**src/sv/nfha_pkg.sv**
```systemverilog
package nfha_pkg;

  localparam int FUNC_W  = 2;
  localparam int TAG_W   = 16;
  localparam int SIZE_W  = 14;
  localparam int DISP_W  = 32;
  localparam int WHERE_W = 13;
  localparam int STAT_W  = 2;
  localparam int ADDR_W  = 14;
  localparam int CUR_W   = 18;

  localparam logic [FUNC_W-1:0] FUNC_ALLOC   = 2'd0;
  localparam logic [FUNC_W-1:0] FUNC_FREE    = 2'd1;
  localparam logic [FUNC_W-1:0] FUNC_RESTART = 2'd2;
  localparam logic [FUNC_W-1:0] FUNC_SCAN    = 2'd3;

  localparam logic [STAT_W-1:0] STAT_OK      = 2'd0;
  localparam logic [STAT_W-1:0] STAT_NOFIT   = 2'd1;
  localparam logic [STAT_W-1:0] STAT_INVALID = 2'd2;

  localparam logic [2:0] RES_BAD     = 3'd0;
  localparam logic [2:0] RES_FAIL    = 3'd1;
  localparam logic [2:0] RES_END     = 3'd2;
  localparam logic [2:0] RES_LIVE    = 3'd3;
  localparam logic [2:0] RES_ALLOC   = 3'd4;
  localparam logic [2:0] RES_FREE    = 3'd5;
  localparam logic [2:0] RES_RESTART = 3'd6;

  typedef struct packed {
    logic       in_ready;
    logic       latch;
    logic       init_alloc;
    logic       init_scan;
    logic       rd;
    logic       alloc_step;
    logic       scan_adv;
    logic       wr_rem;
    logic       wr_chunk;
    logic       do_free;
    logic       do_restart;
    logic       set_res;
    logic [2:0] res_sel;
    logic       load_out;
  } cmd_t;

  typedef struct packed {
    logic              in_valid;
    logic [FUNC_W-1:0] func;
    logic              alloc_bad;
    logic              where_bad;
    logic              cur_in;
    logic              tag_nz;
    logic              size_zero;
    logic              step_brk;
    logic              fail;
    logic              split;
    logic              out_busy;
  } st_t;

endpackage

```
**src/sv/nfha_ctrl.sv**
```systemverilog
module nfha_ctrl import nfha_pkg::*; (
  input  logic clk,
  input  logic rst,
  input  st_t  st,
  output cmd_t cmd
);

  localparam logic [2:0] S_IDLE = 3'd0;
  localparam logic [2:0] S_DEC  = 3'd1;
  localparam logic [2:0] S_RD   = 3'd2;
  localparam logic [2:0] S_EV   = 3'd3;
  localparam logic [2:0] S_FIN  = 3'd4;
  localparam logic [2:0] S_WC   = 3'd5;
  localparam logic [2:0] S_DONE = 3'd6;

  logic [2:0] state;
  logic [2:0] state_next;

  always_ff @(posedge clk) begin
    if (rst) begin
      state <= S_IDLE;
    end else begin
      state <= state_next;
    end
  end

  always_comb begin
    cmd = '0;
    state_next = state;
    unique case (state)
      S_IDLE: begin
        cmd.in_ready = 1'b1;
        if (st.in_valid) begin
          cmd.latch = 1'b1;
          state_next = S_DEC;
        end
      end
      S_DEC: begin
        unique case (st.func)
          FUNC_ALLOC: begin
            if (st.alloc_bad) begin
              cmd.set_res = 1'b1;
              cmd.res_sel = RES_BAD;
              state_next = S_DONE;
            end else begin
              cmd.init_alloc = 1'b1;
              state_next = S_RD;
            end
          end
          FUNC_SCAN: begin
            cmd.init_scan = 1'b1;
            state_next = S_RD;
          end
          FUNC_FREE: begin
            cmd.set_res = 1'b1;
            if (st.where_bad) begin
              cmd.res_sel = RES_BAD;
            end else begin
              cmd.do_free = 1'b1;
              cmd.res_sel = RES_FREE;
            end
            state_next = S_DONE;
          end
          default: begin
            cmd.set_res = 1'b1;
            if (st.where_bad) begin
              cmd.res_sel = RES_BAD;
            end else begin
              cmd.do_restart = 1'b1;
              cmd.res_sel = RES_RESTART;
            end
            state_next = S_DONE;
          end
        endcase
      end
      S_RD: begin
        if (st.cur_in) begin
          cmd.rd = 1'b1;
          state_next = S_EV;
        end else if (st.func == FUNC_ALLOC) begin
          state_next = S_FIN;
        end else begin
          cmd.set_res = 1'b1;
          cmd.res_sel = RES_END;
          state_next = S_DONE;
        end
      end
      S_EV: begin
        if (st.func == FUNC_ALLOC) begin
          cmd.alloc_step = 1'b1;
          state_next = st.step_brk ? S_FIN : S_RD;
        end else if (st.tag_nz) begin
          cmd.set_res = 1'b1;
          cmd.res_sel = RES_LIVE;
          state_next = S_DONE;
        end else if (st.size_zero) begin
          cmd.set_res = 1'b1;
          cmd.res_sel = RES_END;
          state_next = S_DONE;
        end else begin
          cmd.scan_adv = 1'b1;
          state_next = S_RD;
        end
      end
      S_FIN: begin
        if (st.fail) begin
          cmd.set_res = 1'b1;
          cmd.res_sel = RES_FAIL;
          state_next = S_DONE;
        end else begin
          cmd.wr_rem = st.split;
          state_next = S_WC;
        end
      end
      S_WC: begin
        cmd.wr_chunk = 1'b1;
        cmd.set_res = 1'b1;
        cmd.res_sel = RES_ALLOC;
        state_next = S_DONE;
      end
      S_DONE: begin
        if (!st.out_busy) begin
          cmd.load_out = 1'b1;
          state_next = S_IDLE;
        end
      end
      default: begin
        state_next = S_IDLE;
      end
    endcase
  end

  a_load_free: assert property (@(posedge clk) disable iff (rst) cmd.load_out |-> !st.out_busy)
    else $error("result loaded over a word not yet taken");
  a_rd_in_heap: assert property (@(posedge clk) disable iff (rst) cmd.rd |-> st.cur_in)
    else $error("header read beyond heap end");

endmodule

```
**config.mk**
```make
export PLATFORM = sky130hd
export DESIGN_NAME = nfha_ctrl
export DESIGN_NICKNAME = d
export VERILOG_FILES = /design/src/sv/nfha_pkg.sv /design/src/sv/nfha_ctrl.sv
export SDC_FILE = /design/constraint.sdc
export NUM_CORES = 1
export LEC_CHECK = 0
export ABC_AREA = 1
export BUFFER_PORTS_ARGS = -buffer_cell sky130_fd_sc_hd__buf_2
export CAP_MARGIN = 10
export CORE_AREA = 2 2 39 41
export CTS_BUF_LIST = sky130_fd_sc_hd__clkbuf_4
export DETAILED_ROUTE_END_ITERATION = 16
export DIE_AREA = 0 0 41 43
export GPL_TIMING_DRIVEN = 0
export PLACE_DENSITY = 0.63
export SKIP_CTS_REPAIR_TIMING = 1
export SYNTH_ARGS = -nofsm -noshare
export SYNTH_HDL_FRONTEND = slang
export SYNTH_SLANG_ARGS = --single-unit
```
**constraint.sdc**
```tcl
create_clock -name clk -period 1.3 [get_ports clk]
set_input_delay 0.065 -clock clk [delete_from_list [all_inputs] [get_ports clk]]
set_output_delay 0.065 -clock clk [all_outputs]
set_load 0.05 [all_outputs]
```
* Yosys cells after proc, flatten, opt, wreduce, memory -nomap -nowiden *
Cells that the tools add are included.

storage, ports and cells
  bits in read-only memories = 0
  flip-flop bits (word level) = 3
  latch bits = 0
  memories = 0
  memory bits (writable) = 0

operators by class
  add/subtract/negate cells = 0
  bitwise operators = 0
  reduce and logical (&&, ||, !) cells = 4
  multiply operators = 0
  div/mod/pow operators = 0
  equal/unequal tests = 10
  order comparisons = 0
  mux-type cells = 45
  shift operators = 0

operator list
  operator            number
  $mux 3              10
  $mux 4              7
  $pmux 3 s7          1
  $pmux 4 s5          1
  $mux 1              18
  $mux 2              6
  $pmux 4 s3          1
  $eq 3x3->1 const B  3
  $eq 3x2->1 const B  2
  $pmux 3 s2          1
  $ne 2x2->1 const B  2
  $eq 3x1->1 const B  1
  $logic_not 3->1     1
  $reduce_or 3->1     1
  $eq 2x1->1 const B  1
  $eq 2x2->1 const B  1
  $logic_not 2->1     1
  $reduce_and 2->1    1

* Longest topological paths before layout *
  depth in word-level cells = 4
  gate-level depth with buffers = 8
  depth with buffers taken out = 8

* Least setup slack after synthesis *
Ideal clock, no wire load.

  path kind = register to output
  start point = register state[1]
  end point = output cmd[1] (netlist bit)
  data required time = 1235 ps
  setup slack = -719 ps
  path buffers = 0
  cell stages (with the launch flop) = 6
  arrival time = 1954 ps
  path through = dfxtp_1 > nor2_1 > nand2_2 > nor2_1 > a21oi_1 > o21ai_0

RTL lines
  element                 RTL line         RTL
  start, declared         nfha_ctrl.sv:16  logic [2:0] state;
  start signal, assigned  nfha_ctrl.sv:23  state <= state_next;
  end, declared           nfha_ctrl.sv:5   output cmd_t cmd

==> key figures <==
Layout
  – Largest registers: state (3)
  – Filler-free cell count of the finished design: 134
  – Area Overhead vs Synth: 106%
  – Nets: 133
  – Most frequent cells in the layout: inv_1, buf_2, nand2_1, nor2_1, buf_6
  – Layout cells sized above 1: 0.542
  – Antenna diodes: 0
  – Commonest non-fill, non-tap cell in the layout: inv_1
  – Max FFs per register: 3
  – Top reg by flops: state

Floorplan
  – Row Count: 14
  – Initial Util: 0.279
  – Core footprint: 1380 sq um
  – Die height: 43 um
  – Die X: 41 um
  – Ports: 30
  – Die area: 1760 sq um

Setup path
  – CP delay by family, top: simple AND/OR/NAND/NOR gates
  – Critical path launch point type: register
  – Required @ worst endpoint: 1.24 ns
  – Crit path kind: reg2out
  – Crit. Startpoint: state[1]$_SDFFE_PP0P_
  – CP max stage cell: or3_4
  – CP Buf/Inv Count: 2
  – CP endpoint kind: primary output
  – Reg2reg start: state[2]$_SDFFE_PP0P_
  – Max stage delay on crit path: 0.39 ns
  – Crit Path Max Fanout: 5
  – Critical Path AT: 1.36 ns
  – Critical-path cell list: inv_2 -> nand2_4 -> nor2_4 -> or3_4 -> buf_8

Timing
  – Fin. Hold Viols: 0
  – Max frequency: 0.700 GHz
  – RSZ-0062 raised after global routing: true
  – # setup viols final: 5
  – Post-layout min period: 1.43 ns
  – Slew headroom: 0.813
  – Final Skew: 0.00273 ns
  – Sum Neg Setup Slack: -0.376 ns
  – Final worst slack: -0.128 ns
  – Worst-Margin Slew: 0.279 ns
  – Period utilization: 1.10
  – Slew Limit Fails: 0

Clock network
  – TritonCTS Buffers: 3
  – Root buf cell: clkbuf_4
  – CTS Sinks: 3
  – CTS clk-pin slew, worst paths: 0.03 ns
  – Clock Latency Late Sink: 0.23 ns
  – H-tree levels: 1
  – Bufs on Longest Clock Path: 2
  – CTS tree: built

Yosys
  – Syn Inst Count: 82
  – Register area share after synthesis: 0.155
  – Synthesized flop and latch total: 3
  – Syn nets: 96
  – Synthesis Warnings: 0
  – Synth cell types: 12
  – Mapped Area: 387 sq um
  – Average size of a mapped cell: 4.71 sq um

Global routing
  – All-Layer GR Usage: 0.140
  – Total congestion overflow: 0
  – First-pass GRT wire length: 1730 um
  – Vias in the first global route: 476
  – Largest net degree at the start of global routing: 8
  – Initial antenna violation count: 0

Place
  – Routability-driven placement congestion ratio: 0.818
  – Dpl ws: -0.0737 ns
  – HPWL Detailed: 1000 um
  – # placed instances: 127
  – Port bufs: 29

Status
  – Failing checks: setup timing
  – Status: complete, but fails checks

Power
  – Total power: 1860 uW
  – Leak Pwr: 0.000452 uW
  – Pwr Density: 2330 nW/um^2
  – VDD IR max: 0.00121 V

Job
  – Total of max-cap violations: 0

Detailed routing
  – Final wirelength: 1280 um
  – Routed wire length per instance: 9.57 um
  – DRC Markers: 0
  – DR vias: 618
  – 1st-pass router iterations: 2
  – First DRT Iteration DRCs: 6
  – DR vias/cell: 4.61
  – ANT nets after route: 0

Hold path
  – Worst hold start: rst
  – Hold crit path type: in2reg
[report_power, final]
part	internal (uW)	switching (uW)	total, uW
logic	482	917	1400
registers	164	114	278
clock network	136	45.2	181
total	781	1080	1860
[through the flow]
| step | utilization | cell area, sq um | hold slack (ns) |
|---|---|---|---|
| after floorplan | - | 453 | 0.144 |
| after global placement | 0.447 | 618 | 0.251 |
| after detailed placement | 0.447 | 618 | 0.252 |
| after CTS | 0.468 | 648 | 0.00416 |
| after global routing | 0.577 | 798 | 0.0101 |
| final | 0.577 | 798 | 0.00585 |
[layer usage]
layer | track usage | part of all wire
met1 | 0.160 | 0.40
met2 | 0.225 | 0.51
met3 | 0.0314 | 0.080
met4 | 0.0800 | 0.0086
met5 | 0 | 0
[worst paths after layout]
check | to | cells after the start | slack, ns
worst max-delay path | cmd[3] | 5 | -0.13
worst min-delay path | state[0]$_SDFFE_PP0P_ | 2 | 0.006
worst min register to register | state[1]$_SDFFE_PP0P_ | 4 | 0.73
worst max register to register | state[2]$_SDFFE_PP0P_ | 7 | 0.20
[Yosys cell counts, drive strengths merged]
cell,n,area share
nor2,23,0.22
inv,20,0.19
nand2,17,0.17
nand3,9,0.12
a21oi,3,0.039
dfxtp,3,0.16
nor3,2,0.026
o21ai,2,0.026
nand4,1,0.016
nor4,1,0.016
or3,1,0.016
[logic make-up after synthesis]
kind of cell | count (synthesis) | share of synthesized area
buffers and inverters | 20 | 0.194
flip-flops | 3 | 0.155
AO/OA/AOI/OAI | 5 | 0.0647
AND/OR/NAND/NOR | 54 | 0.586
[cell type report]
class	count	area [sq um]
Tap cell	16	20.0
Fill cell	148	586
Inverter	20	75.1
Sequential cell	3	71.3
Timing Repair Buffer	32	240
Clock buffer	4	30.0
Multi-Input combinational cell	59	362
Power figures use the tool's default switching activity.
